`src/hdl/mbe_pkg.sv`:
```
`timescale 1ns / 1ps
// Shared types and constants for the Mandelbrot escape-time counter.
// No dependencies; every other file imports this package.
package mbe_pkg;

    localparam int COORD_W           = 16;
    localparam int COUNT_W           = 8;
    localparam int FRACTION_BITS_DEF = 12;

    localparam logic [COUNT_W-1:0] MAX_ITER_RESET = 8'd30;
    localparam logic [COUNT_W-1:0] LIMIT_CAP      = 8'd254;

    // operand selection for the three shared multipliers
    typedef enum logic [1:0] {
        MUL_PRE_A = 2'd0,
        MUL_PRE_B = 2'd1,
        MUL_QR    = 2'd2,
        MUL_ITER  = 2'd3
    } mul_sel_t;

    // how a request is settled
    typedef enum logic [1:0] {
        FIN_NONE  = 2'd0,
        FIN_ZERO  = 2'd1,
        FIN_INSET = 2'd2,
        FIN_COUNT = 2'd3
    } fin_t;

    typedef struct packed {
        logic     load_point;
        mul_sel_t mul_sel;
        logic     store_pre;
        logic     store_qr;
        logic     init_z;
        logic     upd_z;
        fin_t     finish;
        logic     load_out;
    } cmd_t;

    typedef struct packed {
        logic reject;
        logic interior;
        logic stop;
    } status_t;

endpackage

```
`src/hdl/mbe_point_if.sv`:
```
`timescale 1ns / 1ps
// Request channel: one complex point per request.
// Depends on mbe_pkg.
interface mbe_point_if
    import mbe_pkg::*;
();
    logic                      valid;
    logic                      ready;
    logic signed [COORD_W-1:0] point_real;
    logic signed [COORD_W-1:0] point_imag;

    modport source (output valid, output point_real, output point_imag, input ready);
    modport sink   (input valid, input point_real, input point_imag, output ready);
endinterface

```
`src/hdl/mbe_result_if.sv`:
```
`timescale 1ns / 1ps
// Result channel: escape count and in-set flag.
// Depends on mbe_pkg.
interface mbe_result_if
    import mbe_pkg::*;
();
    logic               valid;
    logic               ready;
    logic [COUNT_W-1:0] escape_count;
    logic               in_set;

    modport source (output valid, output escape_count, output in_set, input ready);
    modport sink   (input valid, input escape_count, input in_set, output ready);
endinterface

```
`src/hdl/mbe_ctrl.sv`:
```
`timescale 1ns / 1ps
// Controller FSM: sequences pre-checks and iterations, drives the handshakes.
// Depends on mbe_pkg; commands the datapath through cmd_t / status_t.
module mbe_ctrl
    import mbe_pkg::*;
(
    input  logic    clk,
    input  logic    rst_n,
    input  logic    in_valid,
    output logic    in_ready,
    output logic    out_valid,
    input  logic    out_ready,
    input  status_t status,
    output cmd_t    cmd
);

    typedef enum logic [8:0] {
        S_IDLE  = 9'b000000001,
        S_MULA  = 9'b000000010,
        S_MULB  = 9'b000000100,
        S_CHK   = 9'b000001000,
        S_QR    = 9'b000010000,
        S_QRCHK = 9'b000100000,
        S_IMUL  = 9'b001000000,
        S_IUPD  = 9'b010000000,
        S_DONE  = 9'b100000000
    } state_t;

    state_t state_reg, state_next;
    logic   out_valid_reg, out_valid_next;
    logic   out_free;

    assign out_free  = !out_valid_reg || out_ready;
    assign in_ready  = (state_reg == S_IDLE);
    assign out_valid = out_valid_reg;

    always_comb
    begin
        state_next         = state_reg;
        cmd.load_point     = 1'b0;
        cmd.mul_sel        = MUL_ITER;
        cmd.store_pre      = 1'b0;
        cmd.store_qr       = 1'b0;
        cmd.init_z         = 1'b0;
        cmd.upd_z          = 1'b0;
        cmd.finish         = FIN_NONE;
        cmd.load_out       = 1'b0;
        case (state_reg)
            S_IDLE:
            begin
                if (in_valid)
                begin
                    cmd.load_point = 1'b1;
                    state_next     = S_MULA;
                end
            end
            S_MULA:
            begin
                cmd.mul_sel = MUL_PRE_A;
                state_next  = S_MULB;
            end
            S_MULB:
            begin
                cmd.store_pre = 1'b1;
                cmd.mul_sel   = MUL_PRE_B;
                state_next    = S_CHK;
            end
            S_CHK:
            begin
                cmd.store_qr = 1'b1;
                if (status.reject)
                begin
                    cmd.finish = FIN_ZERO;
                    state_next = S_DONE;
                end
                else
                begin
                    state_next = S_QR;
                end
            end
            S_QR:
            begin
                cmd.mul_sel = MUL_QR;
                state_next  = S_QRCHK;
            end
            S_QRCHK:
            begin
                if (status.interior)
                begin
                    cmd.finish = FIN_INSET;
                    state_next = S_DONE;
                end
                else
                begin
                    cmd.init_z = 1'b1;
                    state_next = S_IMUL;
                end
            end
            S_IMUL:
            begin
                cmd.mul_sel = MUL_ITER;
                state_next  = S_IUPD;
            end
            S_IUPD:
            begin
                if (status.stop)
                begin
                    cmd.finish = FIN_COUNT;
                    state_next = S_DONE;
                end
                else
                begin
                    cmd.upd_z  = 1'b1;
                    state_next = S_IMUL;
                end
            end
            S_DONE:
            begin
                if (out_free)
                begin
                    cmd.load_out = 1'b1;
                    state_next   = S_IDLE;
                end
            end
            default:
            begin
                state_next = S_IDLE;
            end
        endcase
    end

    always_comb
    begin
        out_valid_next = out_valid_reg;
        if (cmd.load_out)
        begin
            out_valid_next = 1'b1;
        end
        else if (out_ready)
        begin
            out_valid_next = 1'b0;
        end
    end

    always_ff @(posedge clk or negedge rst_n)
    begin
        if (!rst_n)
        begin
            state_reg     <= S_IDLE;
            out_valid_reg <= 1'b0;
        end
        else
        begin
            state_reg     <= state_next;
            out_valid_reg <= out_valid_next;
        end
    end

endmodule

```
`src/hdl/mbe_datapath.sv`:
```
`timescale 1ns / 1ps
// Datapath: limit register, three shared 18x18 multipliers, pre-check and
// iteration arithmetic, result and output registers. Depends on mbe_pkg.
module mbe_datapath
    import mbe_pkg::*;
#(
    parameter int FRACTION_BITS = FRACTION_BITS_DEF
)
(
    input  logic                      clk,
    input  logic                      rst_n,
    input  logic                      cfg_write_en,
    input  logic [COUNT_W-1:0]        cfg_write_data,
    input  logic signed [COORD_W-1:0] point_real,
    input  logic signed [COORD_W-1:0] point_imag,
    input  cmd_t                      cmd,
    output status_t                   status,
    output logic [COUNT_W-1:0]        escape_count,
    output logic                      in_set
);

    localparam int OP_W   = 18;
    localparam int PROD_W = 2 * OP_W;
    localparam int FP_ONE_I = 1 << FRACTION_BITS;

    localparam logic signed [OP_W-1:0] FP_TWO     = OP_W'(2 * FP_ONE_I);
    localparam logic signed [OP_W-1:0] FP_FOUR    = OP_W'(4 * FP_ONE_I);
    localparam logic signed [OP_W-1:0] FP_R2_25   = OP_W'((9 * FP_ONE_I) / 4);
    localparam logic signed [OP_W-1:0] FP_R0_1875 = OP_W'((3 * FP_ONE_I) / 16);
    localparam logic signed [OP_W-1:0] FP_R0_0625 = OP_W'(FP_ONE_I / 16);
    localparam logic [COORD_W-1:0]     FP_ONE16     = COORD_W'(FP_ONE_I);
    localparam logic [COORD_W-1:0]     FP_HALF16    = COORD_W'(FP_ONE_I / 2);
    localparam logic [COORD_W-1:0]     FP_QUARTER16 = COORD_W'(FP_ONE_I / 4);
    localparam logic [32:0]            BAIL_WIDE    = 33'(1) << (2 * FRACTION_BITS + 2);

    function automatic logic signed [OP_W-1:0] sext(input logic signed [COORD_W-1:0] v);
        return {{(OP_W-COORD_W){v[COORD_W-1]}}, v};
    endfunction

    function automatic logic signed [COORD_W-1:0] fsq(input logic signed [PROD_W-1:0] p);
        logic signed [PROD_W-1:0] s;
        s = p >>> FRACTION_BITS;
        return s[COORD_W-1:0];
    endfunction

    logic [COUNT_W-1:0]        max_iter_reg;
    logic signed [COORD_W-1:0] cr_reg, ci_reg, zr_reg, zi_reg;
    logic signed [COORD_W-1:0] xs_reg, ys_reg, hs_reg;
    logic signed [OP_W-1:0]    q_reg, r_reg;
    logic                      bulb_reg;
    logic [COUNT_W-1:0]        limit_reg, n_reg, res_reg;
    logic [COUNT_W-1:0]        escape_count_reg;
    logic                      in_set_reg;
    logic signed [PROD_W-1:0]  p0_reg, p1_reg, p2_reg;

    logic signed [OP_W-1:0]    a0, b0, a1, b1, a2, b2;
    logic signed [OP_W-1:0]    cr_x, xs_x, ys_x, hs_x;
    logic signed [COORD_W-1:0] cr_half, cr_quarter, cr_one;
    logic signed [PROD_W-1:0]  qr_sh, ys_w, zi_sh;
    logic [32:0]               mag_sum;
    logic [COUNT_W-1:0]        limit_p1;

    assign cr_x       = sext(cr_reg);
    assign xs_x       = sext(xs_reg);
    assign ys_x       = sext(ys_reg);
    assign hs_x       = sext(hs_reg);
    assign cr_half    = cr_reg + FP_HALF16;
    assign cr_quarter = cr_reg - FP_QUARTER16;
    assign cr_one     = cr_reg + FP_ONE16;
    assign limit_p1   = limit_reg + 8'd1;

    always_comb
    begin
        a0 = sext(zr_reg);
        b0 = sext(zr_reg);
        a1 = sext(zi_reg);
        b1 = sext(zi_reg);
        a2 = sext(zr_reg);
        b2 = sext(zi_reg);
        case (cmd.mul_sel)
            MUL_PRE_A:
            begin
                a0 = cr_x;
                b0 = cr_x;
                a1 = sext(ci_reg);
                b1 = sext(ci_reg);
                a2 = sext(cr_half);
                b2 = sext(cr_half);
            end
            MUL_PRE_B:
            begin
                a0 = sext(cr_quarter);
                b0 = sext(cr_quarter);
                a1 = sext(cr_one);
                b1 = sext(cr_one);
            end
            MUL_QR:
            begin
                a0 = q_reg;
                b0 = r_reg;
            end
            MUL_ITER:
            begin
                a0 = sext(zr_reg);
            end
            default:
            begin
                a0 = sext(zr_reg);
            end
        endcase
    end

    // status
    assign status.reject = (cr_x <= -FP_TWO) || (cr_x >= FP_TWO)
                        || (sext(ci_reg) <= -FP_TWO) || (sext(ci_reg) >= FP_TWO)
                        || (xs_x + ys_x >= FP_FOUR)
                        || (hs_x + ys_x > FP_R2_25);

    assign qr_sh = p0_reg >>> (FRACTION_BITS - 2);
    assign ys_w  = {{(PROD_W-COORD_W){ys_reg[COORD_W-1]}}, ys_reg};
    assign status.interior = (qr_sh < ys_w) || bulb_reg;

    assign mag_sum     = {1'b0, p0_reg[31:0]} + {1'b0, p1_reg[31:0]};
    assign status.stop = (n_reg > limit_reg) || (mag_sum >= BAIL_WIDE);

    assign zi_sh = p2_reg >>> (FRACTION_BITS - 1);

    always_ff @(posedge clk or negedge rst_n)
    begin
        if (!rst_n)
        begin
            max_iter_reg <= MAX_ITER_RESET;
        end
        else if (cfg_write_en)
        begin
            max_iter_reg <= cfg_write_data;
        end
    end

    always_ff @(posedge clk)
    begin
        p0_reg <= a0 * b0;
        p1_reg <= a1 * b1;
        p2_reg <= a2 * b2;
        if (cmd.load_point)
        begin
            cr_reg    <= point_real;
            ci_reg    <= point_imag;
            limit_reg <= (max_iter_reg > LIMIT_CAP) ? LIMIT_CAP : max_iter_reg;
        end
        if (cmd.store_pre)
        begin
            xs_reg <= fsq(p0_reg);
            ys_reg <= fsq(p1_reg);
            hs_reg <= fsq(p2_reg);
        end
        if (cmd.store_qr)
        begin
            q_reg    <= sext(fsq(p0_reg)) + ys_x;
            r_reg    <= xs_x + (cr_x >>> 1) + ys_x - FP_R0_1875;
            bulb_reg <= (sext(fsq(p1_reg)) + ys_x) < FP_R0_0625;
        end
        if (cmd.init_z)
        begin
            zr_reg <= cr_reg;
            zi_reg <= ci_reg;
            n_reg  <= '0;
        end
        else if (cmd.upd_z)
        begin
            zr_reg <= fsq(p0_reg) - fsq(p1_reg) + cr_reg;
            zi_reg <= zi_sh[COORD_W-1:0] + ci_reg;
            n_reg  <= n_reg + 8'd1;
        end
        case (cmd.finish)
            FIN_ZERO:  res_reg <= '0;
            FIN_INSET: res_reg <= limit_p1;
            FIN_COUNT: res_reg <= n_reg;
            default:   res_reg <= res_reg;
        endcase
        if (cmd.load_out)
        begin
            escape_count_reg <= res_reg;
            in_set_reg       <= (res_reg == limit_p1);
        end
    end

    assign escape_count = escape_count_reg;
    assign in_set       = in_set_reg;

endmodule

```
`src/hdl/mandelbrot_escape_count.sv`:
```
`timescale 1ns / 1ps
// Mandelbrot escape-time counter, top level: controller, datapath, channels.
// Depends on mbe_pkg, mbe_point_if, mbe_result_if, mbe_ctrl, mbe_datapath.
//
// One request carries a point c in signed 16-bit fixed point (FRACTION_BITS
// fraction bits) and yields one result: the escape count and an in-set flag.
// Points outside the +-2 square, with |c|^2 >= 4 or outside the radius-1.5
// circle around -0.5 get count 0 after the pre-check multiplies;
// points in the main cardioid or the period-2 bulb report max_iter+1 after
// the cardioid multiply; others iterate z = z^2 + c on three shared
// multipliers, one multiply state and one update state per iteration, until
// n exceeds the limit or |z|^2 >= 4. The result is then loaded into the output
// register and the block returns to idle, ready for the next request in the
// same cycle as the result turns valid; a result not yet taken holds the block
// until the output register frees. max_iter (reset 30) is capped at 254; the
// user must write it only while the block is idle (not enforced by the block).
module mandelbrot_escape_count
    import mbe_pkg::*;
#(
    parameter int FRACTION_BITS = FRACTION_BITS_DEF
)
(
    input  logic               clk,
    input  logic               rst_n,
    mbe_point_if.sink          point_in,
    mbe_result_if.source       result_out,
    input  logic               cfg_write_en,
    input  logic [COUNT_W-1:0] cfg_write_data
);

    cmd_t    cmd;
    status_t status;

    mbe_ctrl u_ctrl (
        .clk       (clk),
        .rst_n     (rst_n),
        .in_valid  (point_in.valid),
        .in_ready  (point_in.ready),
        .out_valid (result_out.valid),
        .out_ready (result_out.ready),
        .status    (status),
        .cmd       (cmd)
    );

    mbe_datapath #(
        .FRACTION_BITS (FRACTION_BITS)
    ) u_datapath (
        .clk            (clk),
        .rst_n          (rst_n),
        .cfg_write_en   (cfg_write_en),
        .cfg_write_data (cfg_write_data),
        .point_real     (point_in.point_real),
        .point_imag     (point_in.point_imag),
        .cmd            (cmd),
        .status         (status),
        .escape_count   (result_out.escape_count),
        .in_set         (result_out.in_set)
    );

    // busy after taking a request
    a_busy_after_accept: assert property (@(posedge clk) disable iff (!rst_n)
        point_in.valid && point_in.ready |=> !point_in.ready)
        else $error("request accepted while busy");

    // never overwrite a result still waiting to be taken
    a_no_overwrite: assert property (@(posedge clk) disable iff (!rst_n)
        cmd.load_out |-> !(result_out.valid && !result_out.ready))
        else $error("pending result overwritten");

    // an in-set result always carries a non-zero count
    a_in_set_count: assert property (@(posedge clk) disable iff (!rst_n)
        result_out.valid && result_out.in_set |-> result_out.escape_count != '0)
        else $error("in-set result with zero count");

endmodule
```
`src/flat_wrapper.sv`:
```
// flat-port wrapper written by rule: the top's interface ports become plain ports
module mandelbrot_escape_count_flat import mbe_pkg::*;
#(
    parameter int FRACTION_BITS = FRACTION_BITS_DEF
)
  (clk, rst_n, cfg_write_en, cfg_write_data, point_in_valid, point_in_point_real, point_in_point_imag, point_in_ready, result_out_valid, result_out_escape_count, result_out_in_set, result_out_ready);
  mbe_point_if point_in_i ();
  mbe_result_if result_out_i ();
  input  logic clk;
  input  logic rst_n;
  input  logic cfg_write_en;
  input  logic [COUNT_W-1:0] cfg_write_data;
  input wire logic [$bits(point_in_i.valid)-1:0] point_in_valid;
  input wire logic [$bits(point_in_i.point_real)-1:0] point_in_point_real;
  input wire logic [$bits(point_in_i.point_imag)-1:0] point_in_point_imag;
  output wire logic [$bits(point_in_i.ready)-1:0] point_in_ready;
  output wire logic [$bits(result_out_i.valid)-1:0] result_out_valid;
  output wire logic [$bits(result_out_i.escape_count)-1:0] result_out_escape_count;
  output wire logic [$bits(result_out_i.in_set)-1:0] result_out_in_set;
  input wire logic [$bits(result_out_i.ready)-1:0] result_out_ready;
  assign point_in_i.valid = point_in_valid;
  assign point_in_i.point_real = point_in_point_real;
  assign point_in_i.point_imag = point_in_point_imag;
  assign point_in_ready = point_in_i.ready;
  assign result_out_valid = result_out_i.valid;
  assign result_out_escape_count = result_out_i.escape_count;
  assign result_out_in_set = result_out_i.in_set;
  assign result_out_i.ready = result_out_ready;
  mandelbrot_escape_count #(.FRACTION_BITS(FRACTION_BITS)) u_core (.clk(clk), .rst_n(rst_n), .point_in(point_in_i), .result_out(result_out_i), .cfg_write_en(cfg_write_en), .cfg_write_data(cfg_write_data));
endmodule
```
`config.mk`:
```
export PLATFORM = sky130hd
export DESIGN_NAME = mandelbrot_escape_count_flat
export DESIGN_NICKNAME = d
export VERILOG_FILES = /design/src/hdl/mbe_pkg.sv /design/src/hdl/mbe_point_if.sv /design/src/hdl/mbe_result_if.sv /design/src/hdl/mbe_ctrl.sv /design/src/hdl/mbe_datapath.sv /design/src/hdl/mandelbrot_escape_count.sv /design/src/flat_wrapper.sv
export SDC_FILE = /design/constraint.sdc
export NUM_CORES = 2
export LEC_CHECK = 0
export BUFFER_PORTS_ARGS = -buffer_cell sky130_fd_sc_hd__clkbuf_2
export CAP_MARGIN = 10
export CORE_UTILIZATION = 60
export DETAILED_ROUTE_END_ITERATION = 8
export HOLD_SLACK_MARGIN = 0.06
export PLACE_DENSITY = 0.9
export SLEW_MARGIN = 20
export SYNTH_ARGS = -nofsm -noshare
export SYNTH_HDL_FRONTEND = slang
export SYNTH_SLANG_ARGS = --single-unit
```
`constraint.sdc`:
```
create_clock -name clk -period 8.4 [get_ports clk]
set_input_delay 2.52 -clock clk [delete_from_list [all_inputs] [get_ports clk]]
set_output_delay 2.52 -clock clk [all_outputs]
set_load 0.01 [all_outputs]
```
# [Yosys cells after proc, flatten, opt, wreduce, memory -nomap -nowiden]
# Cells that the tools add are included.
[totals] regBits=296 out_inout_bits=11
[op_classes] addsub=16 multipliers=3 order_cmp=11 eq_ne=18 muxes=33 n_reduce_logical=14
[ops] operator="case mux 9 bit (9 select lines)" n=1
[ops] operator="case mux 18 bit (4 select lines)" n=1
[ops] operator="adder 16 x 16 -> 17 bit" n=4
[ops] operator="2-to-1 mux 16 bit" n=4
[ops] operator="case mux 18 bit (3 select lines)" n=1
[ops] operator="2-to-1 mux 9 bit" n=5
[ops] operator="multiplier 18 x 18 -> 36 bit" n=1
[ops] operator="2-to-1 mux 18 bit" n=2
[ops] operator="case mux 18 bit (2 select lines)" n=1
[ops] operator="adder 32 x 32 -> 33 bit" n=1
[ops] operator=">= comparator 33 x 27 -> 1 bit (second input constant)" n=1
[ops] operator="adder 16 bit" n=2
[ops] operator=">= comparator 16 x 15 -> 1 bit (second input constant)" n=2
[ops] operator="<= comparator 16 x 14 -> 1 bit (second input constant)" n=2
[ops] operator="multiplier 18 x 18 -> 32 bit" n=1
[ops] operator="multiplier 18 x 18 -> 28 bit" n=1
[ops] operator="< comparator 26 x 16 -> 1 bit" n=1
[ops] operator="case mux 8 bit (3 select lines)" n=1
[ops] operator="adder 17 x 16 -> 18 bit" n=1
[ops] operator="subtractor 18 x 11 -> 18 bit (second input constant)" n=1
[ops] operator="adder 16 x 15 -> 17 bit" n=1
[ops] operator=">= comparator 17 x 16 -> 1 bit (second input constant)" n=1
[ops] operator="> comparator 17 x 15 -> 1 bit (second input constant)" n=1
[ops] operator="< comparator 17 x 10 -> 1 bit (second input constant)" n=1
[ops] operator="other kinds (29)" n=57

# [Depth between registers and ports, before layout]
[depth] word_depth=10 mapped_depth=35 ltp_nobuf=32

# [Hierarchy]
# A second synthesis with hierarchy kept.
[unflattened] hier_cells=5071 hier_area_um2=47156.5
[modules_own_cells] module="mbe_datapath" n_inst=1 cells_each=4999 area_per_inst_um2=46497.1
[modules_own_cells] module="mbe_ctrl" n_inst=1 cells_each=72 area_per_inst_um2=659.4

# [Least setup slack after synthesis]
# Ideal clock, no wire load.
[synth_timing] path_type="flip-flop to flip-flop" start="register u_core.u_ctrl.state_reg[3]" end="register u_core.u_datapath.p1_reg[31]" setup_ns=0.072 arrival_ns=8.207 required_time_ns=8.328 setup_slack_ns=0.121 path_stages_with_launch=30 path_cell_list="dfrtp_1 > nor4_4 > and2_2 > nand3b_1 > inv_1 > buf_2 > buf_2 > a221oi_1 > inv_1 > clkbuf_1 > nand2_1 > fa_1 > inv_1 > fa_1 > inv_1 > fa_1 > fa_1 > inv_1 > fa_1 > inv_1 > fa_1 > inv_1 > ha_1 > and3_1 > a211oi_1 > a21oi_1 > o41ai_2 > o311ai_0 > a21oi_1 > xnor2_1"
[synth_between] elab_chain_cells=5 word_cells_on_any_way=8 classes_between="mul (1); eq/ne (4); mux (2); reduce/logical (1)"
[synth_rtl] item="start, declared" line_no="mbe_ctrl.sv:29" rtl="state_t state_reg, state_next;"
[synth_rtl] item="start signal, assigned" line_no="mbe_ctrl.sv:154" rtl="state_reg <= state_next;"
[synth_rtl] item="equality test 9 x 5 -> 1 bit, or another cell as far along" line_no="mbe_ctrl.sv:48" rtl="case (state_reg)"
[synth_rtl] item="case mux 2 bit (3 select lines) *" line_no="mbe_ctrl.sv:48"
[synth_rtl] item="equality test 2 x 1 -> 1 bit / logical NOT 2 bit (equally long branches)" line_no="mbe_datapath.sv:80" rtl="case (cmd.mul_sel)"
[synth_rtl] item="case mux 18 bit (2 select lines) *" line_no="mbe_datapath.sv:80"
[synth_rtl] item="multiplier 18 x 18 -> 32 bit *" line_no="mbe_datapath.sv:143" rtl="p1_reg <= a1 * b1;"
[synth_rtl] item="end signal, assigned" line_no="mbe_datapath.sv:143"
[synth_rtl] item="end, declared" line_no="mbe_datapath.sv:54" rtl="logic signed [PROD_W-1:0] p0_reg, p1_reg, p2_reg;"
# Every way passes the cells marked *; elsewhere a longest branch is shown, timed or not.
# A chain may end at the register's enable or synchronous reset.

# [Worst setup path after layout]
[layout_timing] start="register u_core.u_ctrl.state_reg[0]" end="register u_core.u_datapath.p0_reg[32]"
[layout_between] elab_chain_cells=5 word_cells_on_any_way=11 classes_between="mul (1); eq/ne (6); mux (3); reduce/logical (1)"
[layout_rtl] item="equality test 9 x 5 -> 1 bit, or another cell as far along" line_no="mbe_ctrl.sv:48"
[layout_rtl] item="case mux 2 bit (3 select lines) *" line_no="mbe_ctrl.sv:48"
[layout_rtl] item="equality test 2 bit, or another cell as far along"
[layout_rtl] item="case mux 18 bit (4 select lines) / case mux 18 bit (3 select lines) (equally long branches)" line_no="mbe_datapath.sv:80"
[layout_rtl] item="multiplier 18 x 18 -> 36 bit *" line_no="mbe_datapath.sv:142" rtl="p0_reg <= a0 * b0;"
[layout_rtl] item="end signal, assigned" line_no="mbe_datapath.sv:142"
[layout_rtl] item="end, declared" line_no="mbe_datapath.sv:54"
# Marked as above.

==> results.cfg <==
[detailed_routing]
vias_per_cell = 5.84
met3_length_mm = 13.4
wl_mm = 135
drtIter0Drc = 3416
wl_per_cell_um = 21.4
top_layer = met4
dr.pass1.iters = 6
route.detailed.drc = 0
drtAntennaViolNets = 0
wl_met1_mm = 49.0
vias = 37000
wl_met2_mm = 63.6

[sta]
fin_crit_sh_pct = 97.1
clock_skew_ns = 0.0516
setup_violations = 0
worst_slack_ns = 0.240
max_freq_ghz = 0.123
relSlewSlack_pct = 34.4
fin_crit_ns = 8.16
holdWs_ns = 0.444
hold_viol = 0
worst_slew_pin_slew_ns = 0.984
report.final.slew_viol_count = 0

[clock_network]
cts_tree = done
root_buffer = clkbuf_16
clock-sinks = 283
clockBufferDepth = 3
cts_max_level = 1
cts_buffers = 31
path_clk_slew_ns = 0.07
clkLatencyLatePin_ns = 0.62

[cells_and_area]
largest_register_ffs = 36
final.fill_count = 5828
area_growth_pct = 9.63
nets = 6623
antenna_cells = 0
final_layout_size_suffix_gt1_share_pct = 9.17
fin_area_sq_um = 51400

[logic_synthesis]
yosys_most_used_dff = edfxtp_1
ys_ff_latch = 283
synth_top_family_by_area = adder cells
yosys.area_share.adder_pct = 48.8
syn_nets = 6374
synth_xor_xnor_area_share_pct = 3.62
syn_avg_cell_area_sq_um = 9.36
yosys-mux-area-fraction_pct = 0.603
synth_edf_count = 173
synthCells = 5014
synth-compound-area-share_pct = 8.64
ys_seq_area_share_pct = 16.0
async_reset_ff_share_pct = 6.36
synth_simple_gate_area_share_pct = 12.3
synth_area_sq_um = 46900
ys_types = 92
yosysWarnings = 0

[floorplanning]
die_h_um = 282
core_area_sq_um = 77500
design.die.area_sq_um = 79300
start_util_pct = 60.6
io_pins = 56
die_x_um = 282
rows = 102

[setup_path]
worst_path_most_repeated_cell = fa_1
cp.arrival_ns = 8.63
r2r_end = u_core.u_datapath.p0_reg[32]$_DFF_P_
path_class = reg -> reg
path_max_fanout = 30
rr_startpoint = u_core.u_ctrl.state_reg[0]$_DFFE_PN1P_
crit_start = u_core.u_ctrl.state_reg[0]$_DFFE_PN1P_
reg2reg_depth = 32
worstSetupStartpointType = flip-flop
slowest_stage = dfstp_2
max_stage_delay_ns = 0.58
critPathCapture = u_core.u_datapath.p0_reg[32]$_DFF_P_
end_kind = flip-flop
critPathRequiredTime_ns = 8.87
r2r_setup_slack_ns = 0.24

[global_routing]
grt_pass1_wl_mm = 216
grt_pass1_vias = 39800
grt_max_degree = 73
grt_usage_pct = 35.6
grt-ovfl-total = 0
grt_antenna_before_repair = 0

[min_path]
min_path_type = reg -> reg

[placed_design]
hpwlAfterDp_mm = 113
numPortBuffers = 55
dpl_worst_slack_ns = -0.0355
gp_congestion = 1.02
place_area_sq_um = 50200

[run_status]
status = completed

[flow_run]
drv_cap = 0
per-stage QoR:
stage	util (%)	instances	setup TNS [ns]
2_1_floorplan	-	5014	0
3_3_place_gp	64.8	6264	0
3_5_place_dp	64.8	6264	-0.0392
4_1_cts	66.1	6322	0
5_1_grt	66.4	6328	-0.286
6_report	66.4	6328	0
timing repair:
action | CTS | global route
gates cloned | 0 | 1
gates resized for setup | 2 | 39
hold buffers | 0 | 0
endpoints found under the setup margin | 4 | 25
pin swaps | 0 | 6
setup buffers | 0 | 5
cell usage in the layout, fill, tap and decap left out, types with 25 or more instances in the layout:
master	Yosys	routed
o21ai_0	117	110
nand3_1	55	55
nand4_1	25	25
edfxtp_1	173	173
fa_1	856	855
a21oi_1	183	180
clkbuf_16	0	32
xor2_1	44	44
nand2b_1	45	45
nor2_1	446	444
o21a_1	38	38
clkbuf_2	0	55
nor2b_1	27	26
buf_4	1	270
nand2_1	549	545
inv_1	1129	1127
xnor2_1	150	150
dfxtp_1	92	92
nor3_1	55	54
a21o_1	78	72
ha_1	459	459
cell families (layout without fill, tap and decap cells):
family | Yosys count | in the layout
adder cells (fa/ha/maj) | 1315 | 1315
AND/OR/NAND/NOR | 1325 | 1325
multiplexers | 26 | 26
AO/OA/AOI/OAI | 617 | 617
XOR/XNOR | 194 | 194
buffers and inverters | 1254 | 1528
flip-flops | 283 | 283
cells in the mapped netlist (6+ instances only):
master / count / share of area, %
inv_1: 1129 / 9.0
fa_1: 856 / 37
nand2_1: 549 / 4.4
ha_1: 459 / 12
nor2_1: 446 / 3.6
a21oi_1: 183 / 2.0
edfxtp_1: 173 / 11
xnor2_1: 150 / 2.8
o21ai_0: 117 / 1.2
clkbuf_1: 100 / 0.80
dfxtp_1: 92 / 3.9
a21o_1: 78 / 1.2
nand3_1: 55 / 0.59
nor3_1: 55 / 0.59
nand2b_1: 45 / 0.60
xor2_1: 44 / 0.82
o21a_1: 38 / 0.61
nor2b_1: 27 / 0.36
nand4_1: 25 / 0.33
a211oi_1: 24 / 0.38
and3_1: 23 / 0.31
or3_1: 21 / 0.28
and2_1: 20 / 0.27
mux2_2: 18 / 0.43
a31oi_1: 16 / 0.21
o21bai_1: 14 / 0.22
dfrtp_1: 13 / 0.69
o211ai_1: 13 / 0.21
o31ai_1: 13 / 0.21
a21boi_0: 12 / 0.19
a221oi_1: 11 / 0.21
buf_2: 11 / 0.12
or2_2: 11 / 0.15
a211o_1: 9 / 0.17
a221o_1: 8 / 0.17
buf_1: 8 / 0.064
mux2i_1: 8 / 0.17
o2111ai_1: 8 / 0.15
and4_1: 7 / 0.13
nor4_1: 7 / 0.093
a2111oi_0: 6 / 0.11
routing by layer:
| metal | vias up | GRT usage [%] |
|---|---|---|
| li1 | 16200 | - |
| met1 | 18100 | 44.6 |
| met2 | 2151 | 59.0 |
| met3 | 566 | 5.73 |
| met4 | 0 | 19.6 |
| met5 | - | 0 |
worst min-delay path by stage:
stage / cells past startpoint / slack (ns) / end / startpoint
final: 0 / 0.44 / u_core.u_datapath.hs_reg[2]$_DFFE_PN_ / u_core.u_datapath.p2_reg[14]$_DFF_P_
after global routing: 0 / 0.46 / u_core.u_datapath.hs_reg[2]$_DFFE_PN_ / u_core.u_datapath.p2_reg[14]$_DFF_P_
after CTS: 0 / 0.45 / u_core.u_datapath.hs_reg[13]$_DFFE_PN_ / u_core.u_datapath.p2_reg[25]$_DFF_P_
after detailed placement: 0 / 0.43 / u_core.u_datapath.hs_reg[2]$_DFFE_PN_ / u_core.u_datapath.p2_reg[14]$_DFF_P_
after global placement: 0 / 0.43 / u_core.u_datapath.hs_reg[13]$_DFFE_PN_ / u_core.u_datapath.p2_reg[25]$_DFF_P_
after floorplan: 0 / 0.39 / u_core.u_datapath.hs_reg[15]$_DFFE_PN_ / u_core.u_datapath.p2_reg[27]$_DFF_P_
layout make-up:
class	count	area, sq um	area share (%)
Tap cell	1040	1300	2.53
Sequential cell	283	7490	14.6
Multi-Input combinational cell	3477	34800	67.7
Clock buffer	36	825	1.60
Clock inverter	22	250	0.487
Inverter	1134	4270	8.29
Timing Repair Buffer	336	2490	4.84
critical path, delay by kind of cell (launching register included):
family | cells | cell delay (ns)
buffers and inverters | 7 | 0.78
adders and majority gates | 7 | 3.36
and+or+nand+nor | 8 | 1.54
xor gates and xnor gates | 1 | 0.15
DFF | 1 | 0.58
AOI/OAI and AO/OA | 9 | 1.61
Power is left out: the tool's default activity adds up to more than one toggle a clock period on the data nets, which glitch-free logic cannot reach.
